===== src/dsct_pkg.sv =====
// dsct_pkg: widths, register indexes, channel state type and led duty table
// for the dual sensor change timer; no dependencies
package dsct_pkg;

  localparam int SAMPLE_BITS = 12;
  localparam int TIME_BITS   = 32;
  localparam int THR_BITS    = 12;
  localparam int MS_BITS     = 16;
  localparam int CFG_BITS    = 16;
  localparam int CMP_BITS    = 16;
  localparam int DUTY_BITS   = 8;

  localparam logic [THR_BITS-1:0] THR_RESET      = THR_BITS'(50);
  localparam logic [MS_BITS-1:0]  HOLDOFF_RESET  = MS_BITS'(100);
  localparam logic [MS_BITS-1:0]  INTERVAL_RESET = MS_BITS'(100);

  localparam logic [DUTY_BITS-1:0] DUTY_OFF  = DUTY_BITS'(0);
  localparam logic [DUTY_BITS-1:0] DUTY_LOW  = DUTY_BITS'(85);
  localparam logic [DUTY_BITS-1:0] DUTY_HIGH = DUTY_BITS'(170);
  localparam logic [DUTY_BITS-1:0] DUTY_FULL = DUTY_BITS'(255);

  typedef enum logic [1:0] {
    REG_THR_ONE  = 2'd0,
    REG_THR_TWO  = 2'd1,
    REG_HOLDOFF  = 2'd2,
    REG_INTERVAL = 2'd3
  } cfg_reg_t;

  typedef enum logic [1:0] {
    LEAD_NONE = 2'd0,
    LEAD_ONE  = 2'd1,
    LEAD_TWO  = 2'd2
  } lead_t;

  typedef struct packed {
    logic [SAMPLE_BITS-1:0] value;
    logic [TIME_BITS-1:0]   stamp;
  } chan_st_t;

  // four levels from the top two bits of the stored sample
  function automatic logic [DUTY_BITS-1:0] duty_of(input logic [1:0] level);
    logic [DUTY_BITS-1:0] d;
    case (level)
      2'd0:    d = DUTY_OFF;
      2'd1:    d = DUTY_LOW;
      2'd2:    d = DUTY_HIGH;
      default: d = DUTY_FULL;
    endcase
    return d;
  endfunction

endpackage


===== src/dsct_chan.sv =====
// dsct_chan: holdoff and threshold test for one sensor channel, with its
// next stored value and change time; depends on dsct_pkg
module dsct_chan (
  input  dsct_pkg::chan_st_t                 st,
  input  logic [dsct_pkg::SAMPLE_BITS-1:0]   sample,
  input  logic [dsct_pkg::TIME_BITS-1:0]     now_ms,
  input  logic [dsct_pkg::THR_BITS-1:0]      threshold,
  input  logic [dsct_pkg::MS_BITS-1:0]       holdoff_ms,
  output logic                               accept,
  output dsct_pkg::chan_st_t                 st_nxt
);
  import dsct_pkg::*;

  logic [TIME_BITS-1:0]   since;
  logic [SAMPLE_BITS-1:0] diff;

  always_comb begin
    since  = now_ms - st.stamp;
    diff   = (sample >= st.value) ? (sample - st.value) : (st.value - sample);
    accept = (since >= TIME_BITS'(holdoff_ms)) &&
             (CMP_BITS'(diff) >= CMP_BITS'(threshold));
    st_nxt = st;
    if (accept) begin
      st_nxt.value = sample;
      st_nxt.stamp = now_ms;
    end
  end

endmodule


===== src/dual_sensor_change_timer.sv =====
// dual_sensor_change_timer: top level with input register, per-item update
// of channel state and the result register; depends on dsct_pkg, dsct_chan
// an item waits in the input register and moves into the result register when it fires
// throughput: one item per cycle while out_stall is low; the input register holds one more item
//   while a result waits on out_stall
// reset (rst_n low, synchronous): channel state, leader, gap and report time
//   clear to zero, registers return to 50/50/100/100, both stages empty
module dual_sensor_change_timer (
  input  logic                               clk,
  input  logic                               rst_n,
  input  logic                               cfg_we,
  input  logic [1:0]                         cfg_index,
  input  logic [dsct_pkg::CFG_BITS-1:0]      cfg_data,
  input  logic                               in_valid,
  output logic                               in_stall,
  input  logic [dsct_pkg::SAMPLE_BITS-1:0]   in_sample_one,
  input  logic [dsct_pkg::SAMPLE_BITS-1:0]   in_sample_two,
  input  logic [dsct_pkg::TIME_BITS-1:0]     in_now_ms,
  output logic                               out_valid,
  input  logic                               out_stall,
  output logic [dsct_pkg::SAMPLE_BITS-1:0]   out_held_one,
  output logic [dsct_pkg::SAMPLE_BITS-1:0]   out_held_two,
  output logic                               out_changed_one,
  output logic                               out_changed_two,
  output logic [1:0]                         out_leader,
  output logic [dsct_pkg::TIME_BITS-1:0]     out_response_ms,
  output logic                               out_report,
  output logic [dsct_pkg::DUTY_BITS-1:0]     out_led_duty
);
  import dsct_pkg::*;

  // configuration
  logic [THR_BITS-1:0] thr_one_r, thr_two_r;
  logic [MS_BITS-1:0]  holdoff_r, interval_r;

  // input stage
  logic                   in_valid_r;
  logic [SAMPLE_BITS-1:0] s1_r, s2_r;
  logic [TIME_BITS-1:0]   now_r;

  // block state
  chan_st_t             ch1_r, ch2_r;
  lead_t                last_r;
  logic [TIME_BITS-1:0] gap_r, rep_time_r;

  chan_st_t             ch1_nxt, ch2_nxt;
  lead_t                last_nxt, last_mid;
  logic [TIME_BITS-1:0] gap_nxt, rep_time_nxt;
  logic                 acc1, acc2, rep;

  // result stage
  logic                   out_valid_r;
  logic [SAMPLE_BITS-1:0] held_one_r, held_two_r;
  logic                   chg_one_r, chg_two_r, report_r;
  lead_t                  leader_r;
  logic [TIME_BITS-1:0]   resp_r;
  logic [DUTY_BITS-1:0]   duty_r;

  logic out_adv, fire;

  assign out_adv  = !out_valid_r || !out_stall;
  assign fire     = in_valid_r && out_adv;
  assign in_stall = in_valid_r && !out_adv;

  always_ff @(posedge clk) begin
    if (!rst_n) begin
      thr_one_r  <= THR_RESET;
      thr_two_r  <= THR_RESET;
      holdoff_r  <= HOLDOFF_RESET;
      interval_r <= INTERVAL_RESET;
    end else if (cfg_we) begin
      case (cfg_reg_t'(cfg_index))
        REG_THR_ONE:  thr_one_r  <= cfg_data[THR_BITS-1:0];
        REG_THR_TWO:  thr_two_r  <= cfg_data[THR_BITS-1:0];
        REG_HOLDOFF:  holdoff_r  <= cfg_data[MS_BITS-1:0];
        REG_INTERVAL: interval_r <= cfg_data[MS_BITS-1:0];
        default: ;
      endcase
    end
  end

  always_ff @(posedge clk) begin
    if (!rst_n) begin
      in_valid_r <= 1'b0;
    end else if (!in_stall) begin
      in_valid_r <= in_valid;
    end
  end

  always_ff @(posedge clk) begin
    if (in_valid && !in_stall) begin
      s1_r  <= in_sample_one;
      s2_r  <= in_sample_two;
      now_r <= in_now_ms;
    end
  end

  dsct_chan u_chan_one (
    .st         (ch1_r),
    .sample     (s1_r),
    .now_ms     (now_r),
    .threshold  (thr_one_r),
    .holdoff_ms (holdoff_r),
    .accept     (acc1),
    .st_nxt     (ch1_nxt)
  );

  dsct_chan u_chan_two (
    .st         (ch2_r),
    .sample     (s2_r),
    .now_ms     (now_r),
    .threshold  (thr_two_r),
    .holdoff_ms (holdoff_r),
    .accept     (acc2),
    .st_nxt     (ch2_nxt)
  );

  // channel two sees channel one's change of the same item
  always_comb begin
    gap_nxt  = gap_r;
    last_mid = last_r;
    if (acc1) begin
      gap_nxt  = (last_r == LEAD_TWO) ? (now_r - ch2_r.stamp) : '0;
      last_mid = LEAD_ONE;
    end
    last_nxt = last_mid;
    if (acc2) begin
      gap_nxt  = (last_mid == LEAD_ONE) ? (now_r - ch1_nxt.stamp) : '0;
      last_nxt = LEAD_TWO;
    end
    rep          = acc1 || acc2 || ((now_r - rep_time_r) >= TIME_BITS'(interval_r));
    rep_time_nxt = rep ? now_r : rep_time_r;
  end

  always_ff @(posedge clk) begin
    if (!rst_n) begin
      ch1_r      <= '0;
      ch2_r      <= '0;
      last_r     <= LEAD_NONE;
      gap_r      <= '0;
      rep_time_r <= '0;
    end else if (fire) begin
      ch1_r      <= ch1_nxt;
      ch2_r      <= ch2_nxt;
      last_r     <= last_nxt;
      gap_r      <= gap_nxt;
      rep_time_r <= rep_time_nxt;
    end
  end

  always_ff @(posedge clk) begin
    if (!rst_n) begin
      out_valid_r <= 1'b0;
    end else if (out_adv) begin
      out_valid_r <= fire;
    end
  end

  always_ff @(posedge clk) begin
    if (fire) begin
      held_one_r <= ch1_nxt.value;
      held_two_r <= ch2_nxt.value;
      chg_one_r  <= acc1;
      chg_two_r  <= acc2;
      leader_r   <= last_nxt;
      resp_r     <= gap_nxt;
      report_r   <= rep;
      duty_r     <= duty_of(ch1_nxt.value[SAMPLE_BITS-1 -: 2]);
    end
  end

  assign out_valid       = out_valid_r;
  assign out_held_one    = held_one_r;
  assign out_held_two    = held_two_r;
  assign out_changed_one = chg_one_r;
  assign out_changed_two = chg_two_r;
  assign out_leader      = leader_r;
  assign out_response_ms = resp_r;
  assign out_report      = report_r;
  assign out_led_duty    = duty_r;

  a_change_reports: assert property (@(posedge clk) disable iff (!rst_n)
    (out_valid_r && (chg_one_r || chg_two_r)) |-> report_r)
    else $error("change transfer without report");

  a_none_quiet: assert property (@(posedge clk) disable iff (!rst_n)
    (out_valid_r && leader_r == LEAD_NONE) |->
      (resp_r == '0 && !chg_one_r && !chg_two_r))
    else $error("response or change with no leader");

  a_both_zero_gap: assert property (@(posedge clk) disable iff (!rst_n)
    (out_valid_r && chg_one_r && chg_two_r) |->
      (resp_r == '0 && leader_r == LEAD_TWO))
    else $error("same item change on both channels gives wrong gap or leader");

  a_skid_holds: assert property (@(posedge clk) disable iff (!rst_n)
    (in_valid_r && !out_adv) |=> (in_valid_r && $stable(now_r) && $stable(s1_r)))
    else $error("held input item lost while result stalled");

  a_state_on_fire: assert property (@(posedge clk) disable iff (!rst_n)
    !fire |=> ($stable(ch1_r) && $stable(ch2_r) && $stable(rep_time_r)))
    else $error("channel state changed without a transfer");

endmodule

===== config.mk =====
export PLATFORM = sky130hd
export DESIGN_NAME = dual_sensor_change_timer
export DESIGN_NICKNAME = d
export VERILOG_FILES = /design/src/dsct_pkg.sv /design/src/dsct_chan.sv /design/src/dual_sensor_change_timer.sv
export SDC_FILE = /design/constraint.sdc
export NUM_CORES = 1
export LEC_CHECK = 0
export BUFFER_PORTS_ARGS = -buffer_cell sky130_fd_sc_hd__buf_4
export CAP_MARGIN = 20
export CORE_MARGIN = 10
export CORE_UTILIZATION = 50
export CTS_BUF_LIST = sky130_fd_sc_hd__clkbuf_8
export CTS_CLUSTER_SIZE = 8
export DETAILED_ROUTE_END_ITERATION = 8
export PLACE_DENSITY = 0.82
export RECOVER_POWER = 50
export SLEW_MARGIN = 20
export SYNTH_ARGS = -nofsm -noshare
export SYNTH_HDL_FRONTEND = slang
export SYNTH_SLANG_ARGS = --single-unit

===== constraint.sdc =====
create_clock -name clk -period 8.7 [get_ports clk]
set_clock_uncertainty 0.2 [all_clocks]
set_input_delay 2.61 -clock clk [delete_from_list [all_inputs] [get_ports clk]]
set_output_delay 2.61 -clock clk [all_outputs]
set_load 0.1 [all_outputs]

==> flow_summary.yaml <==
die:
  initial_core_util_pct: 50.36
  die_height_um: 238.8
  io_pins: 150
  dieWidth_um: 238.8
  rows: 80
  fp.coreArea_mm2: 0.04755
  die_area_mm2: 0.05704
logic_synthesis:
  ys_seq_elements: 329
  synth_flop_cell: "dfxtp_1"
  synth_edf_count: 117
  syn_inst: 2996
  synth_area_mm2: 0.02394
  synthesis.nets: 3312
  synth.largest_area_cell: "dfxtp_1"
  async_flop_share_pct: 0
  synth_cell_types: 96
  yosys-top-cells-area: "dfxtp_1 (18%), edfxtp_1 (15%), ha_1 (12%)"
  ys_warn_count: 0
  synth_top_area_share_pct: 17.72
  synthMostInstantiatedCell: "nand2_1"
  avgSynthCellArea_um2: 7.992
  ys_seq_area_share_pct: 32.40
  ys_top_cells_by_count: "nand2_1 (470), a21oi_1 (350), inv_1 (248), ha_1 (229), dfxtp_1 (212)"
setup_path:
  cp_data_arrival_time_ns: 8.60
  cp_common_cell: "a21oi_1"
  reg2reg_from: "s1_r[0]$_DFFE_PP_"
  startpoint: "s1_r[0]$_DFFE_PP_"
  crit_type: "reg2reg"
  critPathCaptureType: "register"
  cp.required_ns: 9.07
  cp_slowest_cell: "fa_1"
  critPathLaunchType: "register"
  critPathMaxFanout: 17
  slowest_delay_ns: 0.44
sta:
  worstMarginPinSlew_ns: 3.858
  setup_viol: 0
  fmax_ghz: 0.1215
  period_share_pct: 94.59
  finalCriticalPeriod_ns: 8.229
  slew_viol_final: 189
  finalHoldViolations: 0
  tns_ns: 0
  holdWs_ns: 0.2542
  max_slew_margin_pct: -157.2
clocking:
  cts_tree: "yes"
  clockBufferDepth: 3
  clk_latency_ns: 0.69
  clockRootBuffer: "clkbuf_8"
  cts_hold_buf: 0
  cts-htree-levels: 2
  numCtsBuffers: 57
  cts.sinks: 329
  clk_pin_slew_ns: 0.07
cells_and_area:
  final_area_mm2: 0.02667
  area_growth_syn_to_layout_pct: 11.40
  drive_gt1_share_pct: 8.864
  layoutNonFillerInstCount: 3778
  nets: 3427
  regArea_mm2: 0.007757
  n_fill_cell: 4337
  multi_input_area_mm2: 0.01472
placement:
  dp_hpwl_um: 52660
  place_area_mm2: 0.02570
  gp_congestion: 0.9697
  portBuffers: 149
  placedCellCount: 3666
global_routing:
  grt_max_degree: 135
  grt_pass1_vias: 20210
  grt_remaining_overflow: 0
  grt_first_pass_wirelength_um: 110500
  grt.total_usage_pct: 24.00
  antenna_found_initial: 3
power_and_ir_drop:
  p_int_uw: 3767
  power_frac_clock_pct: 21.2
  ir_worst_vdd_v: 0.0001714
  seqPwrFrac_pct: 27.3
  power_switching_uw: 3256
  power_frac_comb_pct: 51.5
  total_power_uw: 7023
  swShare_pct: 46.37
  power_leakage_uw: 0.01079
  power_density_mw_per_mm2: 263.3
detailed_routing:
  ant_nets: 0
  drt_iter0_drc: 2305
  post_drt_via_cell_ratio: 5.926
  drc_errors: 0
  vias: 22390
  wl_um: 71360
  routedWlPerCell_um: 18.89
  firstDrtPassIters: 5
status:
  status: "complete, but fails checks"
  violations: "max-capacitance violations, max-slew violations"
run:
  max_cap_viol_count: 3
min_path:
  hold_path_startpoint: "ch1_r[22]$_SDFFE_PN0P_"
  hold_path.class: "reg2reg"
[metal layers]
metal | vias to the layer above | routed length [um] | GRT usage [%]
li1 | 10860 | - | -
met1 | 10470 | 31620 | 33.38
met2 | 946 | 31480 | 37.37
met3 | 113 | 6654 | 4.472
met4 | 0 | 1600 | 6.388
met5 | - | 0 | 0
[worst paths after layout]
check / cells past startpoint / slack [ns] / endpoint
setup / recovery: 44 / 0.47 / gap_r[28]$_SDFFE_PN0P_
hold / removal: 2 / 0.25 / ch1_r[22]$_SDFFE_PN0P_
setup reg to reg: 44 / 0.47 / gap_r[28]$_SDFFE_PN0P_
hold reg to reg: 2 / 0.25 / ch1_r[22]$_SDFFE_PN0P_
[power groups by stage]
stage	registers (uW)	logic [uW]	clock network, uW
after CTS	1920	3570	1520
final	1920	3620	1490
after global routing	1940	3910	1590
after floorplan	2380	2230	0
after global placement	1940	3510	0
after detailed placement	1950	3540	0
[logic make-up (layout without fill, tap and decap cells)]
logic type | count (synthesis) | count (layout) | share of synthesized area [%]
and+or+nand+nor | 961 | 961 | 18.45
AOI/OAI and AO/OA | 935 | 935 | 24.88
buffers and inverters | 397 | 560 | 6.443
DFF | 329 | 329 | 32.40
adders and majority gates | 240 | 240 | 12.76
xor gates and xnor gates | 108 | 108 | 3.950
muxes | 26 | 26 | 1.123
other | 0 | 4 | 0
[state kept, by name, indices dropped and copies added (netlist names), 10 cells and up]
name,cells
ch1_r,44
ch2_r,44
gap_r,32
holdoff_r,16
interval_r,16
now_r,32
out_held_one,10
out_held_two,12
out_response_ms,32
rep_time_r,32
s1_r,12
s2_r,12
thr_one_r,12
thr_two_r,12
[cell usage in the layout (no fill, tap or decap), types with 31 or more instances in the layout]
cell	n
inv_1	263
xnor2_1	63
nand2b_1	38
nand3_1	77
o21ai_0	140
o31ai_1	41
nand2_1	469
ha_1	229
clkbuf_8	74
o211ai_1	31
nor2_1	148
a21oi_1	349
edfxtp_1	117
dfxtp_1	212
buf_4	77
nor2b_1	33
clkbuf_4	48
nor3_1	53
a31oi_1	32
a21o_1	117
clkbuf_1	77
xor2_1	45
[area by class of cell]
cell class	instances	area share (%)
diodes	4	0.03753
clock buffers	74	3.818
clock inverters	33	0.7130
flip-flops and latches	329	29.08
well taps	615	2.885
multi-input cells	2270	55.19
inverters	249	3.527
repair buffers	204	4.752
[worst max-delay path, delay by kind of cell, from the launching register on]
| family | cells | cell delay [ns] |
|---|---|---|
| and+or+nand+nor | 10 | 1.19 |
| AOI/OAI and AO/OA | 24 | 4.31 |
| adders and majority gates | 4 | 1.28 |
| xor gates and xnor gates | 1 | 0.17 |
| buffers and inverters | 5 | 0.53 |
| DFF | 1 | 0.42 |
[per-stage QoR]
step	worst slack, ns	utilization [%]
finish	0.4706	56.10
global route	-0.04908	56.10
CTS	0.5784	56.59
detailed placement	0.6016	54.04
global placement	0.7894	54.04
floorplan	0.1342	-
[timing repair]
item,in CTS,in global routing
endpoints found under the setup margin,0,7
setup buffers,0,1
gates resized for setup,0,9
(Power assumes the default switching activity.)
